[src/hw/rtl/adfs_pkg.sv]
package adfs_pkg;

    localparam logic [1:0] PH_LEN  = 2'd0;
    localparam logic [1:0] PH_TYPE = 2'd1;
    localparam logic [1:0] PH_DATA = 2'd2;
    localparam logic [1:0] PH_STOP = 2'd3;

    localparam logic [1:0] KIND_NONE = 2'd0;
    localparam logic [1:0] KIND_NAME = 2'd1;
    localparam logic [1:0] KIND_UUID = 2'd2;

    localparam logic [7:0] AD_UUID16_PART = 8'h02;
    localparam logic [7:0] AD_UUID16_FULL = 8'h03;
    localparam logic [7:0] AD_NAME_SHORT  = 8'h08;
    localparam logic [7:0] AD_NAME_FULL   = 8'h09;

    localparam logic [6:0] FIELD_COUNT_MAX = 7'd127;

    typedef struct packed {
        logic [7:0] payload_byte;
        logic       last_byte;
    } t_in_word;

    typedef struct packed {
        logic [6:0] field_count;
        logic       truncated;
        logic       name_found;
        logic [7:0] name_offset;
        logic [7:0] name_length;
        logic       uuid_found;
        logic [7:0] uuid_offset;
        logic [6:0] uuid_count;
    } t_summary;

endpackage

[src/hw/rtl/adfs_stream_if.sv]
interface adfs_stream_if #(
    parameter type t_payload = logic
);
    logic     valid;
    logic     ready;
    t_payload data;

    modport source (output valid, output data, input ready);
    modport sink   (input valid, input data, output ready);
endinterface

[src/hw/rtl/adfs_parse_core.sv]
module adfs_parse_core
    import adfs_pkg::*;
#(
    parameter int MAX_PAYLOAD = 255
) (
    input  logic     i_clk,
    input  logic     i_rst_n,
    input  logic     i_fire,
    input  t_in_word i_word,
    output t_summary o_summary
);

    localparam int PW = $clog2(MAX_PAYLOAD + 1);

    logic [PW-1:0] r_pos,     n_pos;
    logic [1:0]    r_phase,   n_phase;
    logic [1:0]    r_kind,    n_kind;
    logic [7:0]    r_start,   n_start;
    logic [7:0]    r_dlen,    n_dlen;
    logic [7:0]    r_remain,  n_remain;
    logic [6:0]    r_fields,  n_fields;
    logic          r_trunc,   n_trunc;
    logic          r_name,    n_name;
    logic [7:0]    r_name_st, n_name_st;
    logic [7:0]    r_name_ln, n_name_ln;
    logic          r_uuid,    n_uuid;
    logic [7:0]    r_uuid_st, n_uuid_st;
    logic [6:0]    r_uuid_ct, n_uuid_ct;

    logic [PW+7:0] pos_ext;
    logic [7:0]    b;
    logic          last;
    logic          finish;
    logic [1:0]    kind_now;
    logic [1:0]    type_kind;

    assign pos_ext = {8'd0, r_pos};
    assign b       = i_word.payload_byte;
    assign last    = i_word.last_byte;

    always_comb begin
        if (b == AD_NAME_SHORT || b == AD_NAME_FULL) begin
            type_kind = KIND_NAME;
        end else if (b == AD_UUID16_PART || b == AD_UUID16_FULL) begin
            type_kind = KIND_UUID;
        end else begin
            type_kind = KIND_NONE;
        end
    end

    always_comb begin
        n_pos     = r_pos;
        n_phase   = r_phase;
        n_kind    = r_kind;
        n_start   = r_start;
        n_dlen    = r_dlen;
        n_remain  = r_remain;
        n_fields  = r_fields;
        n_trunc   = r_trunc;
        n_name    = r_name;
        n_name_st = r_name_st;
        n_name_ln = r_name_ln;
        n_uuid    = r_uuid;
        n_uuid_st = r_uuid_st;
        n_uuid_ct = r_uuid_ct;
        finish    = 1'b0;
        kind_now  = r_kind;

        if (r_pos >= PW'(MAX_PAYLOAD)) begin
            if (r_phase != PH_STOP) begin
                n_trunc = 1'b1;
            end
            n_phase = PH_STOP;
        end else begin
            case (r_phase)
                PH_LEN: begin
                    if (!last) begin
                        if (b == 8'd0) begin
                            n_trunc = 1'b1;
                            n_phase = PH_STOP;
                        end else begin
                            n_start  = pos_ext[7:0];
                            n_dlen   = b - 8'd1;
                            n_remain = b - 8'd1;
                            n_phase  = PH_TYPE;
                        end
                    end
                end
                PH_TYPE: begin
                    kind_now = type_kind;
                    n_kind   = type_kind;
                    if (r_remain == 8'd0) begin
                        finish = 1'b1;
                    end else begin
                        n_remain = r_remain - 8'd1;
                        n_phase  = PH_DATA;
                    end
                end
                PH_DATA: begin
                    if (r_remain == 8'd0) begin
                        finish = 1'b1;
                    end else begin
                        n_remain = r_remain - 8'd1;
                    end
                end
                default: begin
                end
            endcase
        end

        if (finish) begin
            if (r_fields != FIELD_COUNT_MAX) begin
                n_fields = r_fields + 7'd1;
            end
            if (kind_now == KIND_NAME) begin
                n_name    = 1'b1;
                n_name_st = r_start + 8'd2;
                n_name_ln = r_dlen;
            end else if (kind_now == KIND_UUID) begin
                n_uuid    = 1'b1;
                n_uuid_st = r_start + 8'd2;
                n_uuid_ct = r_dlen[7:1];
            end
            n_kind  = KIND_NONE;
            n_phase = PH_LEN;
        end

        if (last && (n_phase == PH_TYPE || n_phase == PH_DATA)) begin
            n_trunc = 1'b1;
            n_phase = PH_STOP;
        end

        if (r_pos != PW'(MAX_PAYLOAD)) begin
            n_pos = r_pos + PW'(1);
        end
    end

    always_comb begin
        o_summary.field_count = n_fields;
        o_summary.truncated   = n_trunc;
        o_summary.name_found  = n_name;
        o_summary.name_offset = n_name ? n_name_st : 8'd0;
        o_summary.name_length = n_name ? n_name_ln : 8'd0;
        o_summary.uuid_found  = n_uuid;
        o_summary.uuid_offset = n_uuid ? n_uuid_st : 8'd0;
        o_summary.uuid_count  = n_uuid ? n_uuid_ct : 7'd0;
    end

    always_ff @(posedge i_clk) begin
        if (!i_rst_n || (i_fire && last)) begin
            r_pos     <= '0;
            r_phase   <= PH_LEN;
            r_kind    <= KIND_NONE;
            r_start   <= '0;
            r_dlen    <= '0;
            r_remain  <= '0;
            r_fields  <= '0;
            r_trunc   <= 1'b0;
            r_name    <= 1'b0;
            r_name_st <= '0;
            r_name_ln <= '0;
            r_uuid    <= 1'b0;
            r_uuid_st <= '0;
            r_uuid_ct <= '0;
        end else if (i_fire) begin
            r_pos     <= n_pos;
            r_phase   <= n_phase;
            r_kind    <= n_kind;
            r_start   <= n_start;
            r_dlen    <= n_dlen;
            r_remain  <= n_remain;
            r_fields  <= n_fields;
            r_trunc   <= n_trunc;
            r_name    <= n_name;
            r_name_st <= n_name_st;
            r_name_ln <= n_name_ln;
            r_uuid    <= n_uuid;
            r_uuid_st <= n_uuid_st;
            r_uuid_ct <= n_uuid_ct;
        end
    end

endmodule

[src/hw/rtl/adfs_out_reg.sv]
module adfs_out_reg
    import adfs_pkg::*;
(
    input  logic     i_clk,
    input  logic     i_rst_n,
    input  logic     i_load,
    input  t_summary i_word,
    output logic     o_space,
    adfs_stream_if.source o_out
);

    logic     r_valid;
    t_summary r_word;

    assign o_space     = !r_valid || o_out.ready;
    assign o_out.valid = r_valid;
    assign o_out.data  = r_word;

    always_ff @(posedge i_clk) begin
        if (!i_rst_n) begin
            r_valid <= 1'b0;
        end else if (o_space) begin
            r_valid <= i_load;
        end
    end

    always_ff @(posedge i_clk) begin
        if (o_space && i_load) begin
            r_word <= i_word;
        end
    end

endmodule

[src/hw/rtl/adv_data_field_salvage_parser.sv]
// Advertising data parser: takes one payload byte per cycle, sustained, with
// no gaps between payloads. Each byte passes an input register and is parsed
// in a single step; a payload's summary is loaded into an output register
// as its last byte leaves the input register and is held there until
// taken, while the next payload's bytes keep flowing in. Only a summary that
// waits on a stalled output holds back a following last byte.
module adv_data_field_salvage_parser
    import adfs_pkg::*;
#(
    parameter int MAX_PAYLOAD = 255
) (
    input  logic i_clk,
    input  logic i_rst_n,
    adfs_stream_if.sink   i_in,
    adfs_stream_if.source o_out
);

    logic     r_in_valid;
    t_in_word r_in_word;
    logic     out_space;
    logic     advance;
    logic     load;
    t_summary summary;

    assign advance  = r_in_valid && (!r_in_word.last_byte || out_space);
    assign load     = advance && r_in_word.last_byte;
    assign i_in.ready = !r_in_valid || advance;

    always_ff @(posedge i_clk) begin
        if (!i_rst_n) begin
            r_in_valid <= 1'b0;
        end else if (i_in.ready) begin
            r_in_valid <= i_in.valid;
        end
    end

    always_ff @(posedge i_clk) begin
        if (i_in.valid && i_in.ready) begin
            r_in_word <= i_in.data;
        end
    end

    adfs_parse_core #(
        .MAX_PAYLOAD (MAX_PAYLOAD)
    ) u_core (
        .i_clk     (i_clk),
        .i_rst_n   (i_rst_n),
        .i_fire    (advance),
        .i_word    (r_in_word),
        .o_summary (summary)
    );

    adfs_out_reg u_out (
        .i_clk   (i_clk),
        .i_rst_n (i_rst_n),
        .i_load  (load),
        .i_word  (summary),
        .o_space (out_space),
        .o_out   (o_out)
    );

    a_last_gives_result: assert property (@(posedge i_clk) disable iff (!i_rst_n)
        load |=> o_out.valid)
        else $error("last word did not produce a summary");

    a_name_zero: assert property (@(posedge i_clk) disable iff (!i_rst_n)
        (o_out.valid && !o_out.data.name_found) |->
            (o_out.data.name_offset == 8'd0 && o_out.data.name_length == 8'd0))
        else $error("name fields set without a name");

    a_uuid_zero: assert property (@(posedge i_clk) disable iff (!i_rst_n)
        (o_out.valid && !o_out.data.uuid_found) |->
            (o_out.data.uuid_offset == 8'd0 && o_out.data.uuid_count == 7'd0))
        else $error("uuid fields set without a uuid list");

    a_middle_no_result: assert property (@(posedge i_clk) disable iff (!i_rst_n)
        (!o_out.valid && !load) |=> !o_out.valid)
        else $error("summary appeared without a last word");

endmodule

[src/flat_wrapper.sv]
// flat-port wrapper written by rule: the top's interface ports become plain ports
module adv_data_field_salvage_parser_flat import adfs_pkg::*;
#(
    parameter int MAX_PAYLOAD = 255
)
  (i_clk, i_rst_n, i_in_valid, i_in_data, i_in_ready, o_out_valid, o_out_data, o_out_ready);
  adfs_stream_if #(.t_payload(t_in_word)) i_in_i ();
  adfs_stream_if #(.t_payload(t_summary)) o_out_i ();
  input  logic i_clk;
  input  logic i_rst_n;
  input wire logic [$bits(i_in_i.valid)-1:0] i_in_valid;
  input wire logic [$bits(i_in_i.data)-1:0] i_in_data;
  output wire logic [$bits(i_in_i.ready)-1:0] i_in_ready;
  output wire logic [$bits(o_out_i.valid)-1:0] o_out_valid;
  output wire logic [$bits(o_out_i.data)-1:0] o_out_data;
  input wire logic [$bits(o_out_i.ready)-1:0] o_out_ready;
  assign i_in_i.valid = i_in_valid;
  assign i_in_i.data = i_in_data;
  assign i_in_ready = i_in_i.ready;
  assign o_out_valid = o_out_i.valid;
  assign o_out_data = o_out_i.data;
  assign o_out_i.ready = o_out_ready;
  adv_data_field_salvage_parser #(.MAX_PAYLOAD(MAX_PAYLOAD)) u_core (.i_clk(i_clk), .i_rst_n(i_rst_n), .i_in(i_in_i), .o_out(o_out_i));
endmodule
[config.mk]
export PLATFORM = sky130hd
export DESIGN_NAME = adv_data_field_salvage_parser_flat
export DESIGN_NICKNAME = d
export VERILOG_FILES = /design/src/hw/rtl/adfs_pkg.sv /design/src/hw/rtl/adfs_stream_if.sv /design/src/hw/rtl/adfs_parse_core.sv /design/src/hw/rtl/adfs_out_reg.sv /design/src/hw/rtl/adv_data_field_salvage_parser.sv /design/src/flat_wrapper.sv
export SDC_FILE = /design/constraint.sdc
export NUM_CORES = 1
export LEC_CHECK = 0
export ABC_AREA = 1
export BUFFER_PORTS_ARGS = -buffer_cell sky130_fd_sc_hd__buf_2
export CAP_MARGIN = 20
export CORE_ASPECT_RATIO = 1.1
export CORE_MARGIN = 3
export CORE_UTILIZATION = 35
export CTS_CLUSTER_SIZE = 8
export DETAILED_ROUTE_END_ITERATION = 8
export GPL_TIMING_DRIVEN = 1
export MAX_ROUTING_LAYER = met4
export PLACE_DENSITY_LB_ADDON = 0.12
export SLEW_MARGIN = 0
export SYNTH_ARGS = -nofsm -noshare
export SYNTH_HDL_FRONTEND = slang
export SYNTH_SLANG_ARGS = --single-unit
[constraint.sdc]
create_clock -name i_clk -period 3.15 [get_ports i_clk]
set_clock_uncertainty 0.15 [all_clocks]
set_input_delay 0.4725 -clock i_clk [delete_from_list [all_inputs] [get_ports i_clk]]
set_output_delay 0.4725 -clock i_clk [all_outputs]
set_load 0.005 [all_outputs]
# Word-level counts from Yosys, hierarchy flattened
# Index checks and enable logic that the tools add are counted.
# totals
input_bits,13
word_cells,117
out_inout_bits,43
reg_bits,129
# classes
n_eq_ne,16
addsub,5
n_reduce_logical,24
mux,42
n_bitwise,3
magnitude_cmp,1
# ops
cell,n
$mux W8,10
$mux W7,5
$mux W2,11
$eq A8 B2 Y1 const B,2
$eq A8 B4 Y1 const B,2
$logic_not A8 Y1,2
$pmux W8 S2,1
$sub A8 B1 Y8 const B,2
$mux W1,14
$add A8 B1 Y8 const B,1
$add A8 B2 Y8 const B,1
$ge A8 B8 Y1 const B,1
$ne A2 B2 Y1 const B,4
$ne A8 B8 Y1 const B,1
$add A7 B1 Y7 const B,1
$logic_or A1 B1 Y1,7
$ne A7 B7 Y1 const B,1
$eq A2 B1 Y1 const B,3
$eq A2 B2 Y1 const B,3
$reduce_and A6 Y1,1
$logic_and A1 B1 Y1,5
$reduce_and A5 Y1,1
$logic_not A1 Y1,4
$pmux W2 S2,1
other kinds (5),7

# Logic depth before layout (Yosys ltp)
# Gate-level depths: netlist of run 1.
# logic_depth
word_depth,10
mapped_depth,16
depth_no_buf,15

# Cells and area by module
# From an unflattened synthesis of run 1, not the netlist that was laid out.
# hier_totals
cells_unflattened,772
hier_area_um2,6163.4
# modules_own_cells
mod,cells_each,seq_area_each_um2,area_per_inst_um2,instances
adfs_parse_core,704,1541.5,4536.9,1
adfs_out_reg,48,1251.2,1282.5,1
adv_data_field_salvage_parser,20,290.3,344.1,1

# Least setup slack after synthesis of run 1
# Ideal clock, no wire load.
# synth_path
kind,input to register
startpoint,input o_out_ready
endpoint,"register u_core.u_out.r_word, in the netlist u_core.u_out.o_out.data[0] (enable)"
t_arrival_ps,1639
stages,6
required_ps,2604
setup_ps,396
setup_slack_ps,965
n_path_buf,0
path_cell_list,nor2_1 nand2_1 nand2_1 inv_2 nand2_1 inv_1
# synth_between
elab_chain_len,5
# synth_lines
element,line_no,source
from (decl),flat_wrapper.sv:16,input wire logic [$bits(o_out_i.ready)-1:0] o_out_ready;
$logic_or A1 B1 Y1 *,adfs_out_reg.sv:15,assign o_space = !r_valid || o_out.ready;
$logic_or A1 B1 Y1,adv_data_field_salvage_parser.sv:25,assign advance = r_in_valid && (!r_in_word.last_byte || out_space);
$logic_and A1 B1 Y1,adv_data_field_salvage_parser.sv:25,
$logic_and A1 B1 Y1,adv_data_field_salvage_parser.sv:26,assign load = advance && r_in_word.last_byte;
$logic_and A1 B1 Y1 *,adfs_out_reg.sv:28,if (o_space && i_load) begin
to (signal assigned),adfs_out_reg.sv:29,r_word <= i_word;
to (decl),adfs_out_reg.sv:13,t_summary r_word;
# Mark *: on every way between the ends. The rest lies on a longest branch, timed or not.
# A chain may end at the register's enable or synchronous reset.

# Worst setup path in the final report of run 1
# layout_path
startpoint,register u_core.u_core.r_phase[1]
endpoint,"register u_core.u_out.r_word, in the netlist u_core.u_out.o_out.data[20] (data pin)"
# layout_between
elab_chain_len,6
word_cells_on_any_way,12
classes_between,eq/ne (3); mux (8); reduce/logical (1)
# layout_lines
element,line_no,source
from (decl),adfs_parse_core.sv:16,"logic [1:0] r_phase, n_phase;"
from (signal assigned),adfs_parse_core.sv:167,r_phase <= n_phase;
$eq A2 B1 Y1,adfs_parse_core.sv:75,case (r_phase)
$mux W2,adfs_parse_core.sv:75,
$mux W2,--,
$eq A2 B1 Y1,adfs_parse_core.sv:115,if (kind_now == KIND_NAME) begin
$mux W8 or $mux W1 (tied branches),adfs_parse_core.sv:115,
$mux W8 or $mux W1 (tied branches),adfs_parse_core.sv:111,if (finish) begin
# Several ways; a longest one is shown, not always the timed one.

==> results of run 1 <==
-- layout by cell type, fill, tap and decap left out, types with 4 or more instances in the layout --
| cell | n |
|---|---|
| a21oi_1 | 58 |
| ha_1 | 13 |
| nor2_1 | 110 |
| o21ai_0 | 50 |
| buf_4 | 9 |
| xnor2_1 | 5 |
| nor3_1 | 8 |
| nand2_2 | 23 |
| nand2_1 | 127 |
| nand3_1 | 58 |
| inv_1 | 82 |
| buf_2 | 55 |
| clkbuf_16 | 17 |
| nor2_2 | 4 |
| xor2_1 | 11 |
| inv_2 | 9 |
| edfxtp_1 | 50 |
| clkinvlp_4 | 4 |
| dfxtp_1 | 79 |
-- final timing paths --
path | start | to | depth (start not counted) | slack, ns
worst max-delay path | u_core.u_core.r_phase[1] | u_core.u_out.o_out.data[20] | 11 | 0.30
worst min-delay path | i_in_data[3] | u_core.r_in_word[3] | 1 | 0.08
worst min register to register | u_core.u_core.r_remain[2] | u_core.u_core.r_remain[2] | 2 | 0.33
worst max register to register | u_core.u_core.r_phase[1] | u_core.u_out.o_out.data[20] | 11 | 0.30
-- through the flow --
stage / utilization / hold slack [ns] / instance area (µm²) / setup WS (ns) / cells
2_1_floorplan: - / 0.294 / 6130 / 0.965 / 748
3_3_place_gp: 0.387 / 0.307 / 6610 / 0.440 / 1019
3_5_place_dp: 0.387 / 0.320 / 6610 / 0.331 / 1019
4_1_cts: 0.421 / 0.0623 / 7190 / 0.317 / 1051
5_1_grt: 0.421 / 0.0639 / 7190 / 0.0846 / 1051
6_report: 0.421 / 0.0786 / 7190 / 0.301 / 1051
-- power by group --
| group | internal, mW | switching (mW) |
|---|---|---|
| clock | 1.22 | 0.701 |
| combinational | 0.147 | 0.283 |
| sequential | 1.81 | 0.0477 |
| total | 3.17 | 1.03 |
-- flip-flops by register name, indices dropped and copies added (netlist names) --
name and cells:
u_core.u_core.r_name_st 8, u_core.u_core.r_name_ln 8, u_core.u_core.r_trunc 1, u_core.u_core.r_dlen 8, u_core.u_core.r_uuid_ct 7, u_core.r_in_valid 1, u_core.u_core.r_kind 2, u_core.u_core.r_fields 7
u_core.u_core.r_uuid 1, u_core.u_core.r_uuid_st 8, u_core.u_core.r_phase 2, u_core.r_in_word 9, u_core.u_out.o_out.data 41, u_core.u_core.r_pos 8, u_core.u_core.r_remain 8, u_core.u_core.r_name 1
u_core.u_out.o_out.valid 1, u_core.u_core.r_start 8
-- per-layer routing --
metal | global-route usage | routed length [µm]
met5 | - | 0
met2 | 0.250 | 6350
met1 | 0.175 | 6260
met3 | 0.0391 | 695
met4 | 0.0591 | 246
-- cell families after synthesis --
kind of cell	count (synthesis)
buf+inv	119
simple gates	344
fa+ha+maj	13
xor+xnor	16
flops	129
compound gates	127
-- cell type report --
cell class                      count  area (µm²)
Multi-Input combinational cell    500        2540
Tap cell                          234         293
Clock buffer                       21         470
Clock inverter                     11         113
Inverter                           92         348
Timing Repair Buffer               64         343
Fill cell                        1698        9890
Sequential cell                   129        3080
==> metrics, run 1 <==
grt ovf=0; Setup Total Neg Slack=0 ns; Vias/cell=4.68; sequential share of the synthesized area=0.503; count of cell types in the netlist=40; total of max-cap violations=0; CTS tree=yes; maximum vdd ir drop=364 µV; initial antenna violation count=0; Total Nets Final=830; Synth top cells by count=127 x nand2_1, 110 x nor2_1, 82 x inv_1; # IOs=56; synth warn=0; Synth Area in Adders=0.0265; most frequent CP cell=inv_1; die span in x=132 µm; Worst Path Max Fanout=18; most numerous cell in the Yosys netlist=nand2_1; fin. max-slew vios=0; delay of the slowest critical-path stage=0.54 ns; Top delay family on crit path=simple AND/OR/NAND/NOR gates; largest net degree at the start of global routing=67; share of layout cells above drive strength 1=0.176; DP HPWL=9.06 mm; # port buffers=55; mux cell area share after synthesis=0; Initial Util=0.359; dominant cell type by area after synthesis=dfxtp_1; DRC=0; Setup-failing EPs final=0; crit share post-route=0.904; CP Capture Type=register; Root Driver=clkbuf_16; CP startpoint kind=register; Post-Syn Area=6130 µm²; first-pass GRT wire length=22.2 mm; CORE AREA=17,100 µm²; run status=finished clean; cts hold-fix bufs=0; critical path cell sequence=inv_1 -> ha_1 -> inv_1 -> nor2_4 -> nand2_4 -> inv_2 -> nand2_2 -> nor2_8 -> inv_4 -> nand2_1 -> a21oi_1; H-Tree Depth=4; number of enable flip-flop cells after synthesis=50; std cell rows=50; via count of the first global-routing pass=4,640; slew margin rel.=0.554; WL final=13.6 mm; Mapped Avg Cell Area=8.19 µm²; DRT iter0 DRCs=280; power per cell area=585 nW/µm²; post-cts resize count=0; first drt pass iteration count=4; fmax=351 MHz; Post-Syn Nets=774; routed len/inst=12.9 µm; P&R area growth vs syn=17.3%; final hold viol count=0; diode count=0; CTS Sinks=129; largest family of logic cells by synthesized area=simple AND/OR/NAND/NOR gates; min Tclk post-route=2.85 ns; HP Class=in -> reg; CP Class=reg -> reg; Buf+Inv Stages, Crit Path=4; Synth area leaders=dfxtp_1 26%, edfxtp_1 24%, nand2_1 7.8%; Synth Area in Compound Gates=0.113; cts bufs inserted=17; die height=145 µm; ANT nets after route=0; Worst Path Arrival=2.84 ns; critical path's slowest cell=ha_1; #FFs+latches synth=129; Worst Max-Slew Pin Slew=0.669 ns; RSZ-0062 raised after global routing=no; clock latency on the worst-skew pair=0.42 ns; DR vias=4,916; leakage=3.04 nW; postcts setup bufs=0; CP required=3.14 ns; Synth top area share=0.258; Main synth FF type=dfxtp_1; Total Power=4.21 mW; Gate Count Post-Synth=748; die area=19,100 µm²; simple-gate share of the synthesized area=0.252; Synth async-reset ratio=0; Post-Synth XOR/XNOR Area=0.0229; gp weighted congestion=0.839; clk slew on worst S/H paths=0.05 ns; Max clock buf depth=2; gr usage total=0.150
No activity file was read; power rests on OpenSTA's default activity.
==> run 2: changes to the inputs <==
clock period = 2.55 ns   (was 3.15 ns; I/O delays follow)
==> metrics, run 2 (synthesis results as in run 1) <==
run status=finished clean (unchanged); leakage=3.16 nW (was 3.04 nW); CP Capture Type=register (unchanged); HP Class=in -> reg (unchanged); Int Power=4.10 mW (was 3.17 mW); min-delay src=i_rst_n (was i_in_data[3]); CORE AREA=17,100 µm² (unchanged); Hold EP=u_core.u_out.o_out.valid (was u_core.r_in_word[3]); via count of the first global-routing pass=4,666 (was 4,640); Worst Max-Slew Pin Slew=0.401 ns (was 0.669 ns); first-pass GRT wire length=23.4 mm (was 22.2 mm); Sw Pwr=1.29 mW (was 1.03 mW); most frequent cells in the layout=127 x nand2_1, 110 x nor2_1, 82 x inv_1 (unchanged); Seq pwr share=0.426 (was 0.442); std cell rows=50 (unchanged); Worst Path Arrival=2.36 ns (was 2.84 ns); Worst Path Max Fanout=15 (was 18); critical path cell sequence=inv_1 -> ha_1 -> nor2_1 -> nor2_1 -> nand2_1 -> nand3_4 -> a21oi_4 -> buf_4 -> nand3b_1 -> nand2_2 -> nor2_1 (was inv_1 -> ha_1 -> inv_1 -> nor2_4 -> nand2_4 -> inv_2 -> nand2_2 -> nor2_8 -> inv_4 -> nand2_1 -> a21oi_1); fin. max-slew vios=0 (unchanged); CTS tree=yes (unchanged); delay of the slowest critical-path stage=0.44 ns (was 0.54 ns); grt ovf=0 (unchanged); # IOs=56 (unchanged); DRC=0 (unchanged); # port buffers=55 (unchanged); most frequent CP cell=nor2_1 (was inv_1); diode count=0 (unchanged); Max clock buf depth=2 (unchanged); critical path's slowest cell=edfxtp_1 (was ha_1); CP startpoint kind=register (unchanged); max reg flops=41 (unchanged); DRT iter0 DRCs=260 (was 280); final hold viol count=0 (unchanged); die area=19,100 µm² (unchanged); Root Driver=clkbuf_16 (unchanged); power per cell area=726 nW/µm² (was 585 nW/µm²); Top delay family on crit path=simple AND/OR/NAND/NOR gates (unchanged); crit share post-route=0.921 (was 0.904); RR Startpoint=u_core.r_in_word[1] (was u_core.u_core.r_phase[1]); slew margin rel.=0.731 (was 0.554); share of layout cells above drive strength 1=0.180 (was 0.176); die height=145 µm (unchanged); Setup-failing EPs final=0 (unchanged); DR vias=4,986 (was 4,916); Min Hold Slack=0.0611 ns (was 0.0786 ns); WL final=14.1 mm (was 13.6 mm); sw frac=0.240 (was 0.245); RSZ-0062 raised after global routing=no (unchanged); CTS Sinks=129 (unchanged); commonest non-fill, non-tap cell in the layout=nand2_1 (unchanged); ANT nets after route=0 (unchanged); Hold Path Depth=3 (was 1); R2R setup slack=0.20 ns (was 0.30 ns); Buf+Inv Stages, Crit Path=2 (was 4); reg2reg end=u_core.u_out.o_out.data[10] (was u_core.u_out.o_out.data[20]); Total Power=5.38 mW (was 4.21 mW); Vias/cell=4.67 (was 4.68); cts bufs inserted=17 (unchanged); P&R area growth vs syn=21.0% (was 17.3%); clk slew on worst S/H paths=0.05 ns (about the same); CP required=2.57 ns (was 3.14 ns); largest net degree at the start of global routing=73 (was 67); H-Tree Depth=4 (unchanged); min Tclk post-route=2.35 ns (was 2.85 ns); total of max-cap violations=0 (unchanged); CP Class=reg -> reg (unchanged); Worst R2R Path Depth=11 (unchanged); Setup crit start=u_core.r_in_word[1] (was u_core.u_core.r_phase[1]); DP HPWL=9.62 mm (was 9.06 mm); gp weighted congestion=0.857 (was 0.839); Total Nets Final=847 (was 830); gr usage total=0.158 (was 0.150); Gate power share=0.106 (was 0.102); power share of the clock group=0.468 (was 0.456); fmax=426 MHz (was 351 MHz); die span in x=132 µm (unchanged); clock latency on the worst-skew pair=0.42 ns (about the same); initial antenna violation count=0 (unchanged); maximum vdd ir drop=473 µV (was 364 µV); Initial Util=0.359 (unchanged); routed len/inst=13.2 µm (was 12.9 µm); first drt pass iteration count=4 (unchanged); Setup Total Neg Slack=0 ns (unchanged)
==> run 2: changes by cell type in the layout (fill, tap and decap cells not counted), moves of 2 or more <==
cell / previous run / this run
dlygate4sd3_1: 0 / 9
clkinvlp_4: 4 / 2
buf_12: 0 / 3
buf_4: 9 / 14
clkbuf_1: 1 / 3
bufinv_16: 2 / 4
clkbuf_8: 3 / 1
==> run 2: routing by layer <==
metal	GRT usage	share of wire
met4	0.0580	0.012
met2	0.263	0.48
met5	-	0
met1	0.188	0.47
met3	0.0401	0.039
==> run 2: power groups by stage <==
stage                     registers (mW)  clock network (mW)  logic [mW]
after floorplan                     2.33                   0       0.409
after global placement              2.33                   0       0.543
after detailed placement            2.34                   0       0.556
after CTS                           2.29                2.59       0.570
after global routing                2.31                2.68       0.647
final                               2.29                2.52       0.569
==> run 2: area by class of cell <==
| class | instances | area (µm²) |
|---|---|---|
| Clock buffer | 21 | 450 |
| Clock inverter | 11 | 161 |
| Fill cell | 1672 | 9660 |
| Inverter | 92 | 348 |
| Multi-Input combinational cell | 500 | 2550 |
| Sequential cell | 129 | 3080 |
| Tap cell | 234 | 293 |
| Timing Repair Buffer | 81 | 531 |
==> run 2: per-stage QoR <==
stage	instance area [µm²]	setup WS, ns	cells	util
6_report	7420	0.203	1068	0.434
5_1_grt	7420	0.0156	1068	0.434
4_1_cts	7380	0.138	1066	0.432
3_5_place_dp	6680	0.147	1025	0.391
3_3_place_gp	6680	0.232	1025	0.391
2_1_floorplan	6130	0.374	748	-
==> run 2: tightest hold or removal path: stages <==
cell and delay (ns):
buf_2 0.09, o21ai_0 0.08, inv_1 0.05
==> run 2: what timing repair did <==
action | 4_1_cts | 5_1_grt
gates resized for setup | 0 | 2
setup endpoints to repair | 0 | 37
setup buffers | 0 | 2
endpoints found under the hold margin | 9 | 0
hold buffers | 9 | 0
==> run 2: worst max-delay path by stage <==
stage | endpoint | slack [ns] | cells past startpoint
floorplan | u_core.u_out.o_out.data[0] | 0.37 | 6
global placement | u_core.u_out.o_out.data[16] | 0.23 | 11
detailed placement | u_core.u_out.o_out.data[20] | 0.15 | 11
CTS | u_core.u_out.o_out.data[20] | 0.14 | 11
global route | u_core.u_core.r_remain[3] | 0.02 | 12
finish | u_core.u_out.o_out.data[10] | 0.20 | 11
==> run 3: changes to the inputs <==
CELL_PAD_IN_SITES_DETAIL_PLACEMENT = 1   (was default)
CELL_PAD_IN_SITES_GLOBAL_PLACEMENT = 1   (was default)
SLEW_MARGIN = default   (was 0)
==> metrics, run 3 (synthesis results as in run 1) <==
gr usage total=0.179 (was 0.158); CTS Sinks=129 (unchanged); die area=19,100 µm² (unchanged); reg2reg end=u_core.u_out.o_out.data[17] (was u_core.u_out.o_out.data[10]); grt ovf=0 (unchanged); slew margin rel.=0.583 (was 0.731); DP HPWL=11.4 mm (was 9.62 mm); share of layout cells above drive strength 1=0.188 (was 0.180); R2R setup slack=0.20 ns (about the same); max reg flops=41 (unchanged); Worst Path Max Fanout=18 (was 15); commonest non-fill, non-tap cell in the layout=nand2_1 (unchanged); Cell Count, Final, Fillers Out=1,069 (was 1,068); Hold EP=u_core.u_out.o_out.valid (unchanged); std cell rows=50 (unchanged); DR vias=5,196 (was 4,986); Worst Max-Slew Pin Slew=0.626 ns (was 0.401 ns); run status=finished clean (unchanged); CORE AREA=17,100 µm² (unchanged); Setup-failing EPs final=0 (unchanged); diode count=0 (unchanged); ANT nets after route=0 (unchanged); crit share post-route=0.921 (about the same); DRC=0 (unchanged); # port buffers=55 (unchanged); Inst Count DP=1,027 (was 1,025); first-pass GRT wire length=26.5 mm (was 23.4 mm); critical path cell sequence=inv_1 -> ha_1 -> inv_1 -> nor2_4 -> nand2_4 -> inv_2 -> nand2_2 -> nor2_8 -> buf_12 -> nor2_4 -> buf_12 -> a21oi_1 (was inv_1 -> ha_1 -> nor2_1 -> nor2_1 -> nand2_1 -> nand3_4 -> a21oi_4 -> buf_4 -> nand3b_1 -> nand2_2 -> nor2_1); H-Tree Depth=4 (unchanged); CP Class=reg -> reg (unchanged); delay of the slowest critical-path stage=0.38 ns (was 0.44 ns); RR Startpoint=u_core.u_core.r_phase[1] (was u_core.r_in_word[1]); first drt pass iteration count=4 (unchanged); critical path's slowest cell=dfxtp_1 (was edfxtp_1); total of max-cap violations=0 (unchanged); HP Class=in -> reg (unchanged); clock latency on the worst-skew pair=0.43 ns (was 0.42 ns); RSZ-0062 raised after global routing=yes (was no); P&R area growth vs syn=20.6% (was 21.0%); Root Driver=clkbuf_16 (unchanged); Worst R2R Path Depth=12 (was 11); Initial Util=0.359 (unchanged); # IOs=56 (unchanged); clk slew on worst S/H paths=0.06 ns (was 0.05 ns); Max clock buf depth=2 (unchanged); min Tclk post-route=2.35 ns (about the same); leakage=3.14 nW (was 3.16 nW); Vias/cell=4.86 (was 4.67); Total Nets Final=848 (was 847); WL final=15.9 mm (was 14.1 mm); CP startpoint kind=register (unchanged); die span in x=132 µm (unchanged); die height=145 µm (unchanged); Worst Path Arrival=2.47 ns (was 2.36 ns); most frequent cells in the layout=126 x nand2_1, 110 x nor2_1, 81 x inv_1 (was 127 x nand2_1, 110 x nor2_1, 82 x inv_1); CP required=2.67 ns (was 2.57 ns); cts bufs inserted=17 (unchanged); fin. max-slew vios=0 (unchanged); fmax=426 MHz (about the same); initial antenna violation count=0 (unchanged); CTS tree=yes (unchanged); final hold viol count=0 (unchanged); via count of the first global-routing pass=5,339 (was 4,666); maximum vdd ir drop=459 µV (was 473 µV); min-delay src=i_rst_n (unchanged); CP Capture Type=register (unchanged); routed len/inst=14.8 µm (was 13.2 µm); Hold Path Depth=3 (unchanged); gp weighted congestion=0.805 (was 0.857); Setup Total Neg Slack=0 ns (unchanged); largest net degree at the start of global routing=47 (was 73); power per cell area=716 nW/µm² (was 726 nW/µm²); DRT iter0 DRCs=200 (was 260)
-- run 3: cell count changes in the layout (fill, tap and decap cells not counted), moves of 2 or more --
| cell | change |
|---|---|
| clkinv_4 | +2 |
| bufinv_16 | -2 |
| clkinvlp_4 | +3 |
| inv_6 | +3 |
| clkbuf_1 | -3 |
-- run 3: how the worst max path moves through the flow --
stage	cells after the start	startpoint	slack [ns]	to
finish	12	u_core.u_core.r_phase[1]	0.20	u_core.u_out.o_out.data[17]
global route	11	u_core.r_in_word[1]	-0.002	u_core.u_core.r_remain[6]
CTS	10	u_core.r_in_word[1]	0.12	u_core.u_out.o_out.data[12]
detailed placement	10	u_core.r_in_word[1]	0.13	u_core.u_out.o_out.data[4]
global placement	11	u_core.u_core.r_phase[1]	0.17	u_core.u_out.o_out.data[17]
floorplan	6	u_core.r_in_word[0]	0.37	u_core.u_out.o_out.data[0]
-- run 3: layout make-up --
class,instances,area (µm²)
tap,234,293
timing repair buffer,82,538
inverter,92,348
multi-input combinational,500,2550
clock buffer,17,425
clock inverter,15,160
fill,2047,9680
sequential,129,3080
-- run 3: routing by layer --
metal	GRT usage	vias up	wire length, µm
li1	-	2581	-
met1	0.201	2534	7190
met2	0.320	61	8030
met3	0.0387	20	416
met4	0.0618	0	222
met5	-	-	0
-- run 3: per-stage QoR --
stage | cell area, µm² | util | hold WS [ns] | total power, mW | worst slack, ns
after floorplan | 6130 | - | 0.294 | 2.74 | 0.374
after global placement | 6690 | 0.392 | 0.315 | 2.89 | 0.171
after detailed placement | 6690 | 0.392 | 0.324 | 2.92 | 0.129
after CTS | 7370 | 0.431 | 0.0348 | 5.36 | 0.119
after global routing | 7390 | 0.433 | 0.0641 | 5.54 | -0.00250
final | 7390 | 0.433 | 0.0528 | 5.30 | 0.203
-- run 3: timing repair --
item | 4_1_cts | 5_1_grt
buffers inserted | 0 | 1
hold endpoints to repair | 9 | 0
setup endpoints to repair | 0 | 47
hold buffers | 9 | 0
resized for setup | 0 | 2
-- run 3: report_power, final --
| group | switching [mW] | leakage (nW) | internal [mW] |
|---|---|---|---|
| Clock | 0.971 | 0.272 | 1.44 |
| Combinational | 0.377 | 1.79 | 0.207 |
| Sequential | 0.0606 | 1.08 | 2.24 |
-- run 3: worst max-delay path: cells and delay by family (launching register included) --
family,cells,cell delay (ns)
and+or+nand+nor,5,0.55
adders and majority gates,1,0.31
AOI/OAI and AO/OA,1,0.16
DFF,1,0.38
buffers and inverters,5,0.63
